**config.mk**
```make
export PLATFORM = sky130hd
export DESIGN_NAME = sha1_engine_flat
export DESIGN_NICKNAME = d
export VERILOG_FILES = /design/src/rtl/sha1_pkg.sv /design/src/rtl/sha1_stream_if.sv /design/src/rtl/sha1_engine.sv /design/src/flat_wrapper.sv
export VERILOG_INCLUDE_DIRS = /design/src /design/src/rtl
export SDC_FILE = /design/constraint.sdc
export NUM_CORES = 2
export LEC_CHECK = 0
export BUFFER_PORTS_ARGS = -buffer_cell sky130_fd_sc_hd__buf_2
export CORE_MARGIN = 3
export CORE_UTILIZATION = 60
export CTS_BUF_LIST = sky130_fd_sc_hd__clkbuf_8 sky130_fd_sc_hd__clkbuf_16
export DETAILED_ROUTE_END_ITERATION = 10
export PLACE_DENSITY = 0.93
export SYNTH_ARGS = -nofsm -noshare
export SYNTH_HDL_FRONTEND = slang
export SYNTH_SLANG_ARGS = --single-unit
```
**constraint.sdc**
```tcl
create_clock -name clk -period 33.5 [get_ports clk]
set_input_delay 1.675 -clock clk [delete_from_list [all_inputs] [get_ports clk]]
set_output_delay 1.675 -clock clk [all_outputs]
set_load 0.01 [all_outputs]
```
**src/rtl/sha1_stream_hasher_assert.svh**
```systemverilog
// Assertion macros shared by the hasher modules.
`ifndef SHA1_STREAM_HASHER_ASSERT_SVH
`define SHA1_STREAM_HASHER_ASSERT_SVH
`ifndef SYNTHESIS
`define SHA_ASSERT_IMPL(label, clk, rst_n, prop, msg) \
  label: assert property (@(posedge clk) disable iff (!rst_n) prop) else $error(msg);
`define SHA_ASSERT_NEXT(label, clk, rst_n, cond, nxt, msg) \
  label: assert property (@(posedge clk) disable iff (!rst_n) (cond) |=> (nxt)) else $error(msg);
`else
`define SHA_ASSERT_IMPL(label, clk, rst_n, prop, msg)
`define SHA_ASSERT_NEXT(label, clk, rst_n, cond, nxt, msg)
`endif
`endif

```
**src/rtl/sha1_pkg.sv**
```systemverilog
// Shared types, constants and round functions of the SHA-1 hasher.
package sha1_pkg;
  localparam logic [31:0] H0_INIT = 32'h67452301;
  localparam logic [31:0] H1_INIT = 32'hEFCDAB89;
  localparam logic [31:0] H2_INIT = 32'h98BADCFE;
  localparam logic [31:0] H3_INIT = 32'h10325476;
  localparam logic [31:0] H4_INIT = 32'hC3D2E1F0;
  localparam logic [7:0] PAD_BYTE = 8'h80;
  localparam int unsigned ROUND_COUNT = 80;
  localparam int unsigned QUEUE_DEPTH = 2;

  // Commands handed from the packer to the compression engine.
  localparam logic [1:0] CMD_BLOCK = 2'd0;  // compress, keep chaining
  localparam logic [1:0] CMD_FINAL = 2'd1;  // compress, then emit digest and reinit

  typedef struct packed {
    logic [1:0]   cmd;
    logic [511:0] block;
  } sha_job_t;

  function automatic logic [31:0] round_k(input logic [6:0] r);
    logic [31:0] k;
    if (r < 7'd20) k = 32'h5A827999;
    else if (r < 7'd40) k = 32'h6ED9EBA1;
    else if (r < 7'd60) k = 32'h8F1BBCDC;
    else k = 32'hCA62C1D6;
    return k;
  endfunction

  function automatic logic [31:0] round_f(input logic [6:0] r, input logic [31:0] b,
                                          input logic [31:0] c, input logic [31:0] d);
    logic [31:0] f;
    if (r < 7'd20) f = (b & c) | (~b & d);
    else if (r >= 7'd40 && r < 7'd60) f = (b & c) | (b & d) | (c & d);
    else f = b ^ c ^ d;
    return f;
  endfunction
endpackage

```
**src/rtl/sha1_stream_if.sv**
```systemverilog


interface sha1_out_if import sha1_pkg::*; ();
  logic        valid;
  logic        ready;
  logic [31:0] digest_word;
  logic [2:0]  word_index;
  logic        last_word;
  modport source (output valid, digest_word, word_index, last_word, input ready);
  modport sink (input valid, digest_word, word_index, last_word, output ready);
endinterface

```
**src/rtl/sha1_engine.sv**
```systemverilog
// Back end: 80-round compression, one round per cycle, and digest output.
module sha1_engine import sha1_pkg::*; (
  input  logic      clk,
  input  logic      rst_n,
  input  logic      job_valid,
  output logic      job_ready,
  input  sha_job_t  job,
  sha1_out_if.source out_ch
);
  `include "sha1_stream_hasher_assert.svh"
  localparam logic [1:0] ST_IDLE = 2'd0;
  localparam logic [1:0] ST_RUN  = 2'd1;
  localparam logic [1:0] ST_ADD  = 2'd2;
  localparam logic [1:0] ST_OUT  = 2'd3;

  logic [1:0]  state_r;
  logic [31:0] h_r [5];
  logic [31:0] a_r, b_r, c_r, d_r, e_r;
  logic [31:0] w_r [16];
  logic [6:0]  rnd_r;
  logic        fin_r;
  logic [2:0]  idx_r;
  logic [31:0] wt, t;

  assign job_ready = state_r == ST_IDLE;
  assign out_ch.valid = state_r == ST_OUT;
  assign out_ch.digest_word = h_r[idx_r];
  assign out_ch.word_index = idx_r;
  assign out_ch.last_word = idx_r == 3'd4;

  // Message schedule and round datapath.
  always_comb begin
    if (rnd_r < 7'd16) wt = w_r[0];
    else begin
      wt = w_r[13] ^ w_r[8] ^ w_r[2] ^ w_r[0];
      wt = {wt[30:0], wt[31]};
    end
    t = {a_r[26:0], a_r[31:27]} + round_f(rnd_r, b_r, c_r, d_r) + e_r + round_k(rnd_r) + wt;
  end

  always_ff @(posedge clk) begin
    if (!rst_n) begin
      state_r <= ST_IDLE;
      h_r[0] <= H0_INIT; h_r[1] <= H1_INIT; h_r[2] <= H2_INIT;
      h_r[3] <= H3_INIT; h_r[4] <= H4_INIT;
      rnd_r <= '0;
      idx_r <= '0;
      fin_r <= 1'b0;
    end else begin
      case (state_r)
        ST_IDLE: begin
          if (job_valid) begin
            for (int i = 0; i < 16; i++) w_r[i] <= job.block[511 - 32*i -: 32];
            a_r <= h_r[0]; b_r <= h_r[1]; c_r <= h_r[2]; d_r <= h_r[3]; e_r <= h_r[4];
            fin_r <= job.cmd == CMD_FINAL;
            rnd_r <= '0;
            state_r <= ST_RUN;
          end
        end
        ST_RUN: begin
          for (int i = 0; i < 15; i++) w_r[i] <= w_r[i+1];
          w_r[15] <= wt;
          e_r <= d_r; d_r <= c_r; c_r <= {b_r[1:0], b_r[31:2]}; b_r <= a_r; a_r <= t;
          rnd_r <= rnd_r + 7'd1;
          if (rnd_r == 7'(ROUND_COUNT - 1)) state_r <= ST_ADD;
        end
        ST_ADD: begin
          h_r[0] <= h_r[0] + a_r; h_r[1] <= h_r[1] + b_r; h_r[2] <= h_r[2] + c_r;
          h_r[3] <= h_r[3] + d_r; h_r[4] <= h_r[4] + e_r;
          rnd_r <= '0;
          idx_r <= '0;
          state_r <= fin_r ? ST_OUT : ST_IDLE;
        end
        ST_OUT: begin
          if (out_ch.ready) begin
            if (idx_r == 3'd4) begin
              h_r[0] <= H0_INIT; h_r[1] <= H1_INIT; h_r[2] <= H2_INIT;
              h_r[3] <= H3_INIT; h_r[4] <= H4_INIT;
              state_r <= ST_IDLE;
            end
            idx_r <= idx_r + 3'd1;
          end
        end
        default: state_r <= ST_IDLE;
      endcase
    end
  end

  `SHA_ASSERT_IMPL(a_idx_bound, clk, rst_n, state_r != ST_OUT || idx_r <= 3'd4, "bad word index")
  `SHA_ASSERT_NEXT(a_run_end, clk, rst_n, state_r == ST_RUN && rnd_r == 7'(ROUND_COUNT - 1),
                   state_r == ST_ADD, "round count off")
  `SHA_ASSERT_IMPL(a_rnd_idle, clk, rst_n, state_r != ST_IDLE || rnd_r == '0, "round nonzero idle")
endmodule
```
**src/flat_wrapper.sv**
```systemverilog
// flat-port wrapper written by rule: the top's interface ports become plain ports
module sha1_engine_flat import sha1_pkg::*;
  (clk, rst_n, job_valid, job_ready, job, out_ch_valid, out_ch_digest_word, out_ch_word_index, out_ch_last_word, out_ch_ready);
  sha1_out_if out_ch_i ();
  input  logic clk;
  input  logic rst_n;
  input  logic job_valid;
  output logic job_ready;
  input  sha_job_t job;
  output wire logic [$bits(out_ch_i.valid)-1:0] out_ch_valid;
  output wire logic [$bits(out_ch_i.digest_word)-1:0] out_ch_digest_word;
  output wire logic [$bits(out_ch_i.word_index)-1:0] out_ch_word_index;
  output wire logic [$bits(out_ch_i.last_word)-1:0] out_ch_last_word;
  input wire logic [$bits(out_ch_i.ready)-1:0] out_ch_ready;
  assign out_ch_valid = out_ch_i.valid;
  assign out_ch_digest_word = out_ch_i.digest_word;
  assign out_ch_word_index = out_ch_i.word_index;
  assign out_ch_last_word = out_ch_i.last_word;
  assign out_ch_i.ready = out_ch_ready;
  sha1_engine u_core (.clk(clk), .rst_n(rst_n), .job_valid(job_valid), .job_ready(job_ready), .job(job), .out_ch(out_ch_i));
endmodule
```
## Word-level counts from Yosys, hierarchy flattened

Memory sizes are Yosys's and may differ from the RTL's. A register that Yosys moved wholly into a read port is not among the register bits.
Cells that the tools add are included.

| operators by class | value |
|---|---|
| eq/ne operators | 10 |
| add/subtract/negate cells | 11 |
| reduce and logical (&&, ||, !) cells | 10 |
| bitwise logic cells | 39 |
| multiplexer cells | 70 |
| $lt $le $gt $ge | 5 |

Operator list:

| cell | count |
|---|---|
| $mux W32 | 36 |
| $pmux W32 S2 | 5 |
| $add A32 B32 Y32 | 9 |
| $xor A32 B32 Y32 | 5 |
| $and A32 B32 Y32 | 4 |
| $or A32 B32 Y32 | 3 |
| $not A32 Y32 | 1 |
| $mux W31 | 1 |
| $or A1 B1 Y1 | 26 |
| $pmux W7 S3 | 1 |
| $mux W1 | 16 |
| $lt A7 B5 Y1 const B | 2 |
| $lt A7 B6 Y1 const B | 2 |
| $mux W2 | 5 |
| $mux W3 | 3 |
| $pmux W2 S4 | 1 |
| $add A7 B1 Y7 const B | 1 |
| $eq A7 B7 Y1 const B | 1 |
| $ge A7 B6 Y1 const B | 1 |
| $mux W7 | 1 |
| $ne A2 B1 Y1 const B | 3 |
| $pmux W3 S2 | 1 |
| $reduce_and A2 Y1 | 3 |
| $eq A2 B1 Y1 const B | 2 |
| other kinds (10) | 12 |

| word-level totals | value |
|---|---|
| output and inout port bits | 38 |
| RAM bits | 672 |
| bits in registers | 173 |
| word-level logic and storage cells | 156 |
| input bits | 518 |
| memories | 2 |

Memories:

| name | words | bits a word | rd ports | clocked after Yosys merged registers in | write ports | line | source |
|---|---|---|---|---|---|---|---|
| u_core.w_r | 16 | 32 | 16 | 0 | 16 | sha1_engine.sv:19 | `logic [31:0] w_r [16];` |
| u_core.h_r | 5 | 32 | 6 | 1 | 5 | sha1_engine.sv:17 | `logic [31:0] h_r [5];` |

## Longest topological paths before layout

| logic depth | value |
|---|---|
| word-level depth | 10 |
| mapped depth | 24 |
| depth with buffers taken out | 22 |

## Worst setup path before layout

No wires, ideal clock.

| timing | value |
|---|---|
| kind | in2reg |
| start | input job_valid |
| end | memory u_core.w_r[0][0] (enable) |
| path buffers | 3 |
| stages on the path | 5 |
| setup slack | 19.813 ns |
| data arrival time | 12.809 ns |
| library setup time | 0.878 ns |
| cells stage by stage | clkbuf_1 -> and3_1 -> clkbuf_1 -> clkbuf_1 -> a21o_1 |

RTL lines:

| what | line | source |
|---|---|---|
| from (decl) | flat_wrapper.sv:7 | `input logic job_valid;` |
| to (decl) | sha1_engine.sv:19 |  |

## Worst setup path after layout

| timing | value |
|---|---|
| start | register u_core.rnd_r[4] |
| end | register u_core.a_r[31] (data pin) |

| on the way | value |
|---|---|
| cells in the longest elaborated chain, start to end | 9 |
| elaborated cells between the ends (all ways) | 17 |

RTL lines:

| what | line | source |
|---|---|---|
| from (decl) | sha1_engine.sv:20 | `logic [6:0] rnd_r;` |
| from (signal assigned) | sha1_engine.sv:64 | `rnd_r <= rnd_r + 7'd1;` |
| $ge A7 B6 Y1 or $lt A7 B6 Y1 (tied branches) | sha1_pkg.sv:34, sha1_pkg.sv:25 |  |
| $logic_and A1 B1 Y1 | sha1_pkg.sv:34 | `else if (r >= 7'd40 && r < 7'd60) f = (b & c) \| (b & d) \| (c & d);` |
| $mux W32 | sha1_pkg.sv:34 |  |
| $mux W32 | sha1_pkg.sv:33 | `if (r < 7'd20) f = (b & c) \| (~b & d);` |
| $add A32 B32 Y32 (3 in a row) | sha1_engine.sv:38 | `t = {a_r[26:0], a_r[31:27]} + round_f(rnd_r, b_r, c_r, d_r) + e_r + round_k(rnd_r) + wt;` |
| $add A32 B32 Y32 (*) | sha1_engine.sv:38 |  |
| $pmux W32 S2 (*) | sha1_engine.sv:50 | `case (state_r)` |
| to (signal assigned) | sha1_engine.sv:54 | `a_r <= h_r[0]; b_r <= h_r[1]; c_r <= h_r[2]; d_r <= h_r[3]; e_r <= h_r[4];` |
| to (signal assigned) | sha1_engine.sv:63 | `e_r <= d_r; d_r <= c_r; c_r <= {b_r[1:0], b_r[31:2]}; b_r <= a_r; a_r <= t;` |
| to (decl) | sha1_engine.sv:18 | `logic [31:0] a_r, b_r, c_r, d_r, e_r;` |

Every way passes the cells marked *; elsewhere a longest branch is shown, timed or not.
A chain may end at the register's enable or synchronous reset.

==> reports/results.ini <==
[layout]
final_common_cell = edfxtp_1
n_fill_cell = 5277
layout-drive-gt1-share = 0.2844
final_nets = 5466
fin_area_um2 = 56890
area_growth_pct = 13.94
final_cell_mix = 832 x edfxtp_1, 555 x buf_2, 530 x mux2_2, 503 x nand2_1, 251 x inv_1

[clock_network]
ctsRootBufferMaster = clkbuf_16
clock_sinks = 848
path_clk_slew_ns = 0.06
cts_setup_buffers = 0
cts_tree = done
cts_buffers = 88
ctsHtreeMaxLevel = 3
clk_latency_ns = 0.68
postCtsResizedCells = 0
holdBufCountCts = 0
clockBufferDepth = 3

[timing]
clock_skew_ns = 0.03285
min_period_ns = 7.164
worstMarginPinSlew_ns = 1.269
setup_viol = 0
relSlewSlack = 0.1537
hold_viol = 0
max_freq_ghz = 0.1396
fin_setup_tns_ns = 0
post-route-period-util = 0.2139
slew_viol_final = 0
rsz0062_at_grt = no

[synthesis]
synth_edf_count = 832
yosys_register_bits = 848
netlist.area_leader.share = 0.5004
synth.cell_area_um2 = 49930
synth.distinct_cells = 89
postSynthCellCount = 4082
syn_area_per_cell_um2 = 12.23
synth.largest_area_cell = edfxtp_1
synth_area_leaders = edfxtp_1 50%, mux2_2 12%, ha_1 5.6%, fa_1 5.0%, nand2_1 3.8%
syn-num-nets = 4947
dominantRegCellSynth = edfxtp_1
yosysWarnings = 0
async_flop_share = 0
synth_sequential_area_ratio = 0.5068

[pwr]
leakagePower_uw = 0.02215
peakVddDrop_v = 0.00005026
power.density_nw_per_um2 = 55.60

[floorplanning]
dieWidth_um = 294.5
row_count = 105
io_pins = 556
dieArea_um2 = 86710
die_h_um = 294.5
coreArea_um2 = 82240
initial_core_util = 0.6071

[worst_setup_path]
path_max_fanout = 32
r2r-start = u_core.rnd_r[4]
end_kind = register
required_ns = 33.89
r2r_slack_ns = 26.34
rr_endpoint = u_core.a_r[31]
arrival_ns = 7.55
crit_type = reg -> reg
r2r_cells = 21
crit_path_start_kind = register

[grt]
grt_pass1_wl_um = 232400
antenna_found_initial = 76
grt_max_degree = 197
first_global_vias = 36680
grt_remaining_overflow = 0
grt_usage = 0.3631

[drt]
drc_errors = 0
drt-initial-drc-count = 5270
detail-route-antenna-nets = 0
wirelength_um = 165000
drtPass1Iterations = 6
vias_per_cell = 6.444
vias = 37470
wire_per_inst_um = 28.37

[hold_path]
min_path_cells = 2
hold_start = u_core.fin_r
min_path_type = reg -> reg
min_to = u_core.fin_r

[place]
port_buffers = 555
postPlaceCellArea_um2 = 53790
dp_hpwl_um = 118100
place_congestion = 0.9713

[run_status]
outcome = completed

[run]
drv_cap = 0

[layer usage]
| layer | global-route usage | vias up | wire, µm | part of all wire |
|---|---|---|---|---|
| li1 | - | 16030 | - | - |
| met1 | 0.4329 | 18090 | 55040 | 0.33 |
| met2 | 0.5721 | 2685 | 75790 | 0.46 |
| met3 | 0.09261 | 652 | 19910 | 0.12 |
| met4 | 0.2707 | 18 | 14120 | 0.086 |
| met5 | 0 | - | 118 | 0.00072 |
[critical path: stages (launching register included)]
cell and delay (ns):
dfxtp_1 0.41, a41oi_1 0.58, nand2_1 0.57, inv_2 0.71, nor2_2 0.09, buf_4 0.28, a221o_1 0.35, fa_1 0.47
fa_1 0.49, inv_1 0.05, fa_1 0.47, inv_1 0.04, ha_1 0.31, nor2b_1 0.17, o31ai_2 0.25, a21boi_0 0.22
or2_1 0.32, a2111oi_4 0.36, a21oi_2 0.15, a221o_1 0.35, xnor2_1 0.16, o21ai_1 0.07
[cell families after synthesis]
group | Yosys count | share of synthesized area
AOI/OAI and AO/OA | 700 | 0.09290
xor gates and xnor gates | 240 | 0.04210
adders and majority gates | 347 | 0.1056
buffers and inverters | 393 | 0.02962
DFF | 848 | 0.5068
muxes | 573 | 0.1362
and+or+nand+nor | 981 | 0.08676
[cells in the mapped netlist (68+ instances only)]
master	instances
xnor2_1	172
nor2_1	189
mux2_2	530
a21oi_1	161
nand2_1	506
a21o_1	77
clkbuf_1	136
inv_1	232
xor2_1	68
fa_1	124
ha_1	223
o21ai_0	207
edfxtp_1	832
[power by group]
group	switching (µW)	total [µW]	internal, µW
registers	59.7	1330	1270
clock network	456	1010	554
logic	482	827	345
total	998	3160	2170
[sequential cells by signal, summed over array words and instances, names as in the netlist, 3 cells and up, named ones only]
register	cells
u_core.rnd_r	7
u_core.h_r	160
u_core.w_r	512
u_core.c_r	32
u_core.a_r	32
u_core.e_r	32
u_core.b_r	32
u_core.d_r	32
u_core.out_ch.word_index	3
[cell type report]
cell class	instances	area, µm²	share of cell area
sequential	848	25310	0.4448
tap	1070	1339	0.02353
clock inverter	72	675.6	0.01188
clock buffer	90	2241	0.03939
inverter	234	878.3	0.01544
antenna	72	180.2	0.003167
multi-input combinational	2841	23210	0.4079
timing repair buffer	588	3063	0.05384
[worst max path at each step]
stage                     from               end  cells after the start
3_3_place_gp   u_core.rnd_r[4]    u_core.a_r[31]                     21
5_1_grt        u_core.rnd_r[4]    u_core.a_r[28]                     21
6_report       u_core.rnd_r[4]    u_core.a_r[31]                     21
4_1_cts        u_core.rnd_r[4]    u_core.a_r[31]                     21
3_5_place_dp   u_core.rnd_r[4]    u_core.a_r[31]                     21
2_1_floorplan        job_valid  u_core.w_r[0][0]                      5
[through the flow]
stage	hold WS [ns]	total power [µW]	util	setup WS (ns)	cells
detailed placement	0.4702	2139	0.6541	26.43	5581
finish	0.5207	3163	0.6917	26.34	5815
global route	0.5373	3281	0.6914	26.03	5805
floorplan	0.4409	1923	-	19.81	4082
global placement	0.4565	2113	0.6541	26.50	5581
CTS	0.5192	3136	0.6895	26.35	5743
Note: power is estimated with default switching activity, not from simulation.
