===== config.mk =====
export PLATFORM = sky130hd
export DESIGN_NAME = sha1_job_queue
export DESIGN_NICKNAME = d
export VERILOG_FILES = /design/src/rtl/sha1_pkg.sv /design/src/rtl/sha1_job_queue.sv
export VERILOG_INCLUDE_DIRS = /design/src /design/src/rtl
export SDC_FILE = /design/constraint.sdc
export NUM_CORES = 1
export LEC_CHECK = 0
export BUFFER_PORTS_ARGS = -buffer_cell sky130_fd_sc_hd__buf_4
export CAP_MARGIN = 20
export CORE_AREA = 2 2 406 408
export CTS_CLUSTER_SIZE = 12
export DETAILED_ROUTE_END_ITERATION = 7
export DIE_AREA = 0 0 408 410
export PLACE_DENSITY = 0.5
export SLEW_MARGIN = 0
export SYNTH_ARGS = -nofsm -noshare
export SYNTH_HDL_FRONTEND = slang
export SYNTH_SLANG_ARGS = --single-unit

===== constraint.sdc =====
create_clock -name clk -period 16.85 [get_ports clk]
set_input_delay 5.055 -clock clk [delete_from_list [all_inputs] [get_ports clk]]
set_output_delay 5.055 -clock clk [all_outputs]
set_load 0.1 [all_outputs]

===== src/rtl/sha1_stream_hasher_assert.svh =====
// Assertion macros shared by the hasher modules.
`ifndef SHA1_STREAM_HASHER_ASSERT_SVH
`define SHA1_STREAM_HASHER_ASSERT_SVH
`ifndef SYNTHESIS
`define SHA_ASSERT_IMPL(label, clk, rst_n, prop, msg) \
  label: assert property (@(posedge clk) disable iff (!rst_n) prop) else $error(msg);
`define SHA_ASSERT_NEXT(label, clk, rst_n, cond, nxt, msg) \
  label: assert property (@(posedge clk) disable iff (!rst_n) (cond) |=> (nxt)) else $error(msg);
`else
`define SHA_ASSERT_IMPL(label, clk, rst_n, prop, msg)
`define SHA_ASSERT_NEXT(label, clk, rst_n, cond, nxt, msg)
`endif
`endif


===== src/rtl/sha1_pkg.sv =====
// Shared types, constants and round functions of the SHA-1 hasher.
package sha1_pkg;
  localparam logic [31:0] H0_INIT = 32'h67452301;
  localparam logic [31:0] H1_INIT = 32'hEFCDAB89;
  localparam logic [31:0] H2_INIT = 32'h98BADCFE;
  localparam logic [31:0] H3_INIT = 32'h10325476;
  localparam logic [31:0] H4_INIT = 32'hC3D2E1F0;
  localparam logic [7:0] PAD_BYTE = 8'h80;
  localparam int unsigned ROUND_COUNT = 80;
  localparam int unsigned QUEUE_DEPTH = 2;

  // Commands handed from the packer to the compression engine.
  localparam logic [1:0] CMD_BLOCK = 2'd0;  // compress, keep chaining
  localparam logic [1:0] CMD_FINAL = 2'd1;  // compress, then emit digest and reinit

  typedef struct packed {
    logic [1:0]   cmd;
    logic [511:0] block;
  } sha_job_t;

  function automatic logic [31:0] round_k(input logic [6:0] r);
    logic [31:0] k;
    if (r < 7'd20) k = 32'h5A827999;
    else if (r < 7'd40) k = 32'h6ED9EBA1;
    else if (r < 7'd60) k = 32'h8F1BBCDC;
    else k = 32'hCA62C1D6;
    return k;
  endfunction

  function automatic logic [31:0] round_f(input logic [6:0] r, input logic [31:0] b,
                                          input logic [31:0] c, input logic [31:0] d);
    logic [31:0] f;
    if (r < 7'd20) f = (b & c) | (~b & d);
    else if (r >= 7'd40 && r < 7'd60) f = (b & c) | (b & d) | (c & d);
    else f = b ^ c ^ d;
    return f;
  endfunction
endpackage


===== src/rtl/sha1_job_queue.sv =====
// Two-entry queue of block jobs between packer and engine.
module sha1_job_queue import sha1_pkg::*; (
  input  logic     clk,
  input  logic     rst_n,
  input  logic     wr_valid,
  output logic     wr_ready,
  input  sha_job_t wr_job,
  output logic     rd_valid,
  input  logic     rd_ready,
  output sha_job_t rd_job
);
  `include "sha1_stream_hasher_assert.svh"
  localparam int unsigned PW = $clog2(QUEUE_DEPTH);
  sha_job_t mem_r [QUEUE_DEPTH];
  logic [PW-1:0] wp_r, rp_r;
  logic [PW:0]   cnt_r;
  logic wr_en, rd_en;

  assign wr_ready = cnt_r != (PW+1)'(QUEUE_DEPTH);
  assign rd_valid = cnt_r != '0;
  assign wr_en = wr_valid && wr_ready;
  assign rd_en = rd_valid && rd_ready;
  assign rd_job = mem_r[rp_r];

  // Pointer and fill bookkeeping.
  always_ff @(posedge clk) begin
    if (!rst_n) begin
      wp_r <= '0;
      rp_r <= '0;
      cnt_r <= '0;
    end else begin
      if (wr_en) wp_r <= wp_r + PW'(1);
      if (rd_en) rp_r <= rp_r + PW'(1);
      cnt_r <= cnt_r + (PW+1)'(wr_en) - (PW+1)'(rd_en);
    end
  end

  always_ff @(posedge clk) begin
    if (wr_en) mem_r[wp_r] <= wr_job;
  end

  `SHA_ASSERT_IMPL(a_cnt_bound, clk, rst_n, cnt_r <= (PW+1)'(QUEUE_DEPTH), "queue overfilled")
  `SHA_ASSERT_NEXT(a_full_hold, clk, rst_n, !wr_ready && !rd_en, !wr_ready, "full flag lost")
  `SHA_ASSERT_NEXT(a_empty_stay, clk, rst_n, !rd_valid && !wr_en, !rd_valid, "empty flag lost")
endmodule


; ---- Word level (Yosys, flattened, before mapping)
; Memories as Yosys holds them, arrays and structs flattened. A register that Yosys moved wholly into a read port is not among the register bits.
; Cells that the tools add are included.
; Widths: inputs -> output; s select.
[classes]
add_sub_neg = 4
eq_ne = 1
n_mux = 4
reduce_logical = 3
[op_table]
columns = op, n
row1 = $mux 1, 4
row2 = $add 1x1->1 const B, 2
row3 = $add 2x1->2, 1
row4 = $logic_and 1x1->1, 2
row5 = $ne 2x2->1 const B, 1
row6 = $reduce_bool 2->1, 1
row7 = $sub 2x1->2, 1
[totals]
register_bits = 4
ramBits = 1028
wordCells = 16
n_memories = 1
[mem_list]
columns = name, depth, width, read_ports, rd_ports_with_merged_regs, wr, line
row1 = mem_r, 2, 514, 1, 1, 1, sha1_job_queue.sv:14  ; sha_job_t mem_r [QUEUE_DEPTH];

; ---- Longest topological paths before layout
; Gate-level depths: netlist of run 1.
[depth]
word_depth = 4
depth_mapped = 6
mapped_depth_nobuf = 6

; ---- Worst setup path before layout of run 1
; Ideal clock, no wire load.
[synth_path]
path_type = in2reg
from = input wr_valid
to = memory mem_r[1][0] in the netlist's numbering (enable)
setup_time_ns = 0.949
arrival_ns = 16.750
t_required_ns = 15.901
path_slack_ns = -0.849
cell_stages = 1
n_path_buf = 0
path_cell_list = and3_1
[synth_via]
elab_chain_len = 3
[synth_rtl]
columns = element, line
row1 = from (decl), sha1_job_queue.sv:5  ; input logic wr_valid,
row2 = $logic_and 1x1->1, sha1_job_queue.sv:21  ; assign wr_en = wr_valid && wr_ready;
row3 = $mux 1, sha1_job_queue.sv:39  ; if (wr_en) mem_r[wp_r] <= wr_job;
row4 = $mux 1 (not written as such), sha1_job_queue.sv:39
row5 = to (decl), sha1_job_queue.sv:14
; Every way passes these cells.

==> impl_results.md, run 1 <==
* Status: finished clean
* Syn nets at 2147
* Distinct cell type count after synthesis at 25
* Clock period minus worst slack at 9472 ps
* Psw at 4068 uW
* Critical Path, Cell by Cell: buf_4 -> buf_4 -> buf_12 -> mux2_4 -> buf_4
* Vias at 19630
* Max cap viols at 0
* Most used cell, CP: buf_4
* Worst setup SP type: flip-flop
* Drt via density at a little under 4
* Seq/Total Area, Yosys at 78.74%
* Slowest stage delay, CP at around 850 ps
* Detailed Route Iter0 Violations at around 1100
* Comb power frac at between 40% and 50%
* CTS Hold Bufs at 0
* Worst Path Arrival at 4420 ps
* Hold Crit Class: reg2reg
* Relative slew slack at between 20% and 30%
* Syn Std Cell Area at between 0.03 and 0.04 mm^2
* Core area at roughly 0.16 mm^2
* Clk buf depth at 3
* Die ar. at 0.1673 mm^2
* Setup bufs post-CTS at 0
* Commonest non-fill, non-tap cell in the layout: buf_4
* Worst Path Required at around 12000 ps
* Final #Nets at 3256
* Sequential share of power at about a third
* # IOs at 1034
* Clock Latency Late Sink at 700 ps
* Fin util at 32.38%
* Warnings from Yosys at 0
* CTS tree: built
* CP max stage cell: buf_4
* Hold Violations, Final at 0
* Drt wl/cell at 22.43 um
* Final Slew Violations at 0
* Final period util at 56.21%
* CTS root buf: clkbuf_16
* GPL Wtd Cong at 0.7986
* Clock Skews at 18.26 ps
* Post-route DRC at 0
* P_int at 5482 uW
* Row count at 149
* Non-Filler Instances at 5027
* Setup crit end kind: output pin
* Setup TNS at 0 ps
* Synth Register Bits at 1033
* Sw Ratio at between 40% and 50%
* Critical path class: reg2out
* PostCTS Resize Cnt at 0
* Post-Syn Instances at 1628
* Max FO, Critical Path at 110
* TritonCTS buffer count at 113
* Total iterations of the first detailed-routing run at 4
* Vias in the first global route at 20110
* GR Overflow Total at 0
* P_leak at approximately 0.020 uW
* PD cells at 180.4 mW/mm^2
* Max H-tree Level at 3
* Die span in x at 408 um
* Inst Count DP at 4811
* Initial Utilization at between 20% and 30%
* Syn_area_per_cell at 24.16 um^2
* Antenna violations before repair at 38
* Final wirelength at 112800 um
* Final ANT Viol Nets at 0
* Fillers at approximately 16000
* CTS Sinks at around 1000
* Final setup fails at 0
* Slew @ Worst Pin at ~1100 ps
* Largest net degree at the start of global routing at 142
* Area Growth Syn to Fin at 34.61%
* Maximum clock frequency at 0.1056 GHz
* Tot GR Track Use at 12.90%
* Die H at 410 um
* Port bufs at roughly 1000
* Pre-CTS WS at 8074 ps
* Power share of the clock group at approximately a quarter
* RSZ-0062 raised after global routing: no
* Worst setup margin at 7378 ps
* Share of cells above drive strength 1 at approximately three fifths
* Commonest cells after routing, fill and taps aside: buf_4 (1042), edfxtp_1 (1028), mux2_4 (460), clkbuf_16 (114), mux2_2 (54)
* Worst vdd ir at 0.1190 mV
* DPL Wire Length at 82300 um
* First-pass GRT wire length at 153800 um
* Reg clk slew, reported paths at 50 ps
## power by group through the flow
stage	combinational [uW]	sequential, uW	clock (uW)
global placement	4040	3260	0
finish	4010	3200	2340
detailed placement	4040	3260	0
global route	4120	3230	2510
CTS	4050	3210	2430
floorplan	3320	3340	0
## worst max-delay path: cells and delay by family (launching register included)
kind                   cells  cell delay [ps]
flip-flops                 1              630
buffers and inverters      4             2380
multiplexers               1              360
## path summary, 6_finish.rpt
path | startpoint | endpoint | slack [ps] | cells past startpoint
max reg2reg | cnt_r[0] | mem_r[0][280] | 13230 | 5
min reg2reg | rp_r | flip-flop | 580 | 2
min | rp_r | flip-flop | 580 | 2
max | flip-flop | rd_job[457] | 7380 | 5
## final cells by class
type	instances	area, um^2	share of cell area [%]
Multi-Input combinational cell	537	7679	14.50
Timing Repair Buffer	1051	8010	15.13
Antenna cell	4	10.01	0.01890
Clock buffer	143	2962	5.593
Inverter	1	11.26	0.02127
Sequential cell	1033	30970	58.50
Clock inverter	69	563.0	1.063
Tap cell	2189	2739	5.173
## logic make-up (layout without fill, tap and decap cells)
family,count (synthesis),after routing,synth area share [%]
flops,1033,1033,78.74
other cells,0,4,0
xor+xnor,1,1,0.02227
simple gates,13,13,0.1877
fa+ha+maj,1,1,0.03181
compound gates,7,7,0.1368
buf+inv,58,1264,1.753
mux,515,515,19.13
## sequential cells by signal, summed over array words and instances (netlist names), named ones only
register and flops:
mem_r 1028, cnt_r 2, rp_r 1, wp_r 1
## routing by layer
| metal | GRT usage, % | wire (um) |
|---|---|---|
| met1 | 14.30 | 42260 |
| met2 | 22.86 | 58150 |
| met3 | 4.732 | 9536 |
| met4 | 4.029 | 2806 |
| met5 | 0 | 16 |
## metrics by stage
step | instance area [um^2] | hold WS, ps | total power [uW]
final | 52950 | 583.4 | 9550
after global routing | 52940 | 624.1 | 9856
after CTS | 52940 | 586.7 | 9682
after detailed placement | 49410 | 567.1 | 7302
after global placement | 49380 | 574.0 | 7298
after floorplan | 39330 | 528.0 | 6654
## cells in the mapped netlist (all sizes together)
master,number,area share [%]
edfxtp,1028,78
o21ai,2,0.025
nand3b,1,0.019
a21bo,2,0.051
dfxtp,5,0.25
nand2,1,0.0095
or2,1,0.016
mux2i,1,0.025
nor2,2,0.019
buf,57,1.7
nand2b,2,0.032
a32oi,1,0.022
and3,1,0.016
nand3,1,0.013
mux2,514,19
inv,1,0.0095
nor2b,1,0.016
ha,1,0.032
a21boi,1,0.019
and2,3,0.048
a211oi,1,0.019
xnor2,1,0.022
No activity file was read; power rests on OpenSTA's default activity.
==> inputs of run 2 (changes only) <==
ABC_AREA = 1   (was not set)
PLACE_DENSITY = 0.49   (was 0.5)
clock period = 9.9 ns   (was 16.85 ns; I/O delays follow)
==> run 2 against run 1 <==
Count of clock-buffer cells in the layout is 5 higher. Power up 89%. Worst hold slack worse by 78 ps. Flip-flop and latch count stayed put. Critical path depth shrank 1. Combinational power grew 100%. Synthesized cell count is 0.43% higher. Highest routed layer unchanged. Largest power group unchanged. Clock power up 77%. Utilization increased by 0.19 points. Register-to-register slack got worse by 6500 ps. Critical path type unchanged. Final cell count increased by 0.70%. Global-route usage down 0.37 points. Critical endpoint is now rd_job[427].
==> impl_results.md, run 2 <==
* Clock Skews at 57.20 ps (+38.94 ps)
* Max H-tree Level at 3 (unchanged)
* Busiest layer in global routing: met2
* FFs w/ async S/R, synth at 0% (unchanged)
* Synth top cells by count: edfxtp_1 (1028), mux2_4 (460), mux2_2 (54)
* Met1 GRT Util at 13.51% (-0.79 points)
* Antenna violations before repair at 36 (-5.3%)
* Worst setup SP type: flip-flop
* Post-route DRC at 0 (unchanged)
* Syn Std Cell Area at 0.03930 mm^2 (about the same)
* Setup bufs post-CTS at 0 (unchanged)
* Top reg by flops: mem_r
* Seq/Total Area, Yosys at 78.80% (about the same)
* Worst Path Required at 6930 ps (-4860 ps)
* Synth top area cells: edfxtp_1 (79%), mux2_4 (18%), mux2_2 (1.5%)
* Die H at 410 um (unchanged)
* Area Growth Syn to Fin at 35.49%
* Sequential share of power at 31.5% (-2.1 points)
* Fillers at 15890 (-0.34%)
* Final period util at between 60% and 70%
* Reg2Reg Capture Point: mem_r[1][77]
* Synth Register Bits at 1033 (unchanged)
* Vias at 19590 (-0.19%)
* Tot GR Track Use at 12.53% (-0.37 points)
* Post-synth EDFFs at 1028 (unchanged)
* FF-to-FF path depth at 6 (+1)
* Distinct cell type count after synthesis at 14 (-44%)
* P_leak at 0.02015 uW (+0.65%)
* Slew @ Worst Pin at 1044 ps (-95.76 ps)
* Critical Path, Cell by Cell: buf_12 -> buf_4 -> mux2_4 -> buf_4
* Crit-path leading delay family: buffers and inverters
* GPL Wtd Cong at 0.7716 (-3.4%)
* Most used cell, CP: buf_4
* Met3 Usage GRT at 6.433% (+1.7 points)
* CP max stage cell: dfxtp_4
* Hold Crit Class: reg2reg
* Hold Path Sink: rp_r
* Commonest cells after routing, fill and taps aside: buf_4 (1047), edfxtp_1 (1028), mux2_4 (460), clkbuf_16 (116), mux2_2 (54)
* Psw at 8120 uW (+100%)
* Warnings from Yosys at 0 (unchanged)
* Top Registers: mem_r: 1028 flops, cnt_r: 2 flops
* Comb power frac at 45.5% (+3.6 points)
* CTS Hold Bufs at 0 (unchanged)
* Power share of the clock group at 22.9% (-1.6 points)
* Worst Path Arrival at 3250 ps (-1170 ps)
* Clock Latency Late Sink at 710 ps (about the same)
* R2r setup slk at 6760 ps (-6470 ps)
* Critical path class: reg2out
* WHS Path Cells at 2 (unchanged)
* CTS Sinks at 1033 (unchanged)
* Slowest stage delay, CP at 620 ps (-230 ps)
* Drt wl/cell at 21.74 um (-3.1%)
* Post-Place Cell Area at 0.04949 mm^2 (+0.16%)
* PostCTS Resize Cnt at 0 (unchanged)
* Core area at 0.1635 mm^2 (unchanged)
* Final Instance Area at 0.05325 mm^2 (+0.57%)
* Hold Violations, Final at 0 (unchanged)
* Post-Syn Instances at 1635 (+0.43%)
* Commonest non-fill, non-tap cell in the layout: buf_4
* Detailed Route Iter0 Violations at 1011 (-9.0%)
* Crit path buf inv count at 3 (-1)
* Reg clk slew, reported paths at 60 ps (about the same)
* Final ANT Viol Nets at 0 (unchanged)
* GR Overflow Total at 0 (unchanged)
* Final setup fails at 0 (unchanged)
* P_int at 9919 uW (+81%)
* Final wirelength at 110100 um (-2.4%)
* Drt via density at 3.870 (-0.88%)
* R2r startpoint: cnt_r[0]
* Status: finished clean
* RSZ-0062 raised after global routing: no
* Maximum clock frequency at 0.1609 GHz
* Port bufs at 1033 (unchanged)
* Vias in the first global route at 19850 (-1.3%)
* Worst vdd ir at 0.2396 mV (+100%)
* Met2 Resource Use GR at 21.06% (-1.8 points)
* TritonCTS buffer count at 116 (+2.7%)
* PD cells at 338.7 mW/mm^2 (+88%)
* Max FO, Critical Path at 79 (-28%)
* Final hold slack at 505.2 ps (-78.27 ps)
* Row count at 149 (unchanged)
* Setup TNS at 0 ps (unchanged)
* # IOs at 1034 (unchanged)
* Max cap viols at 0 (unchanged)
* Final #Nets at 3274 (+0.55%)
* CTS root buf: clkbuf_16
* Pre-CTS WS at 4234 ps (-3840 ps)
* Largest net degree at the start of global routing at 142 (unchanged)
* Worst setup margin at 3684 ps (-3694 ps)
* Sw Ratio at 45.01% (+2.4 points)
* Hold_sp: rp_r
* DPL Wire Length at 78930 um (-4.1%)
* Syn_area_per_cell at 24.04 um^2 (-0.50%)
* Initial Utilization at 24.04% (about the same)
* Largest register FFs at 1028 (unchanged)
* Setup crit end kind: output pin
* Share of cells above drive strength 1 at 60.79% (-0.26 points)
* Die ar. at 0.1673 mm^2 (unchanged)
* Clock period minus worst slack at 6216 ps
* Total iterations of the first detailed-routing run at 4 (unchanged)
* Top cell type's share of synthesized area at 78.54% (about the same)
* Area leader, netlist: edfxtp_1
* Synth Flop Type: edfxtp_1
* Relative slew slack at 30.23% (+6.2 points)
* Final Slew Violations at 0 (unchanged)
* Die span in x at 408 um (unchanged)
* Levels on crit path at 4 (-1)
* First-pass GRT wire length at 149100 um (-3.0%)
* Top-count cell post-synth: edfxtp_1
* Clk buf depth at 3 (unchanged)
* CTS tree: built
* Syn nets at 2154 (+0.33%)
[run 2: logic make-up (layout without fill, tap and decap cells)]
kind of cell	after synthesis	count (layout)	synth area share, %
flops	1033	1033	78.80
mux	514	514	19.12
buf+inv	64	1280	1.811
simple gates	21	21	0.2037
fa+ha+maj	1	1	0.03183
compound gates	1	1	0.01272
xor+xnor	1	1	0.02229
other cells	0	22	0
[run 2: worst reg2reg max path, delay by kind of cell, from the launching register on]
family | cells | cell delay (ps)
flip-flops | 1 | 360
AND/OR/NAND/NOR | 3 | 1100
buffers and inverters | 3 | 1240
[run 2: worst max path at each step]
stage / slack, ps / endpoint / startpoint
after floorplan: -1290 / mem_r[1][0] / wr_valid
after global routing: 3490 / rd_job[4] / flip-flop
final: 3680 / rd_job[427] / flip-flop
after CTS: 3560 / rd_job[4] / flip-flop
after global placement: 4240 / mem_r[1][194] / wr_valid
after detailed placement: 4230 / mem_r[1][194] / wr_valid
[run 2: area by class of cell]
cell class | count | area, um^2 | area share [%]
diodes | 22 | 55.05 | 0.1034
clock buffers | 148 | 3023 | 5.677
multi-input cells | 538 | 7652 | 14.37
inverters | 7 | 26.28 | 0.04934
repair buffers | 1059 | 8100 | 15.21
clock inverters | 66 | 681.9 | 1.281
well taps | 2189 | 2739 | 5.143
flip-flops and latches | 1033 | 30970 | 58.16
[run 2: per-stage QoR]
step | std cells | utilization (%) | power (uW)
final | 5062 | 32.57 | 18040
after global routing | 5056 | 32.56 | 18640
after detailed placement | 4826 | 30.27 | 14090
after global placement | 4826 | 30.27 | 14080
after CTS | 5040 | 32.54 | 18310
after floorplan | 1635 | - | 12570
[run 2: per-layer routing]
| metal | vias to the layer above | share of wire [%] |
|---|---|---|
| li1 | 8809 | - |
| met1 | 9913 | 37 |
| met2 | 694 | 50 |
| met3 | 158 | 10 |
| met4 | 16 | 2.4 |
| met5 | - | 0.091 |
[run 2: power groups by stage]
| stage | Sequential (uW) | Clock, uW | Combinational [uW] |
|---|---|---|---|
| after global routing | 5740 | 4450 | 8450 |
| after floorplan | 5920 | 0 | 6650 |
| after CTS | 5700 | 4300 | 8310 |
| after global placement | 5760 | 0 | 8320 |
| final | 5690 | 4140 | 8210 |
| after detailed placement | 5790 | 0 | 8300 |
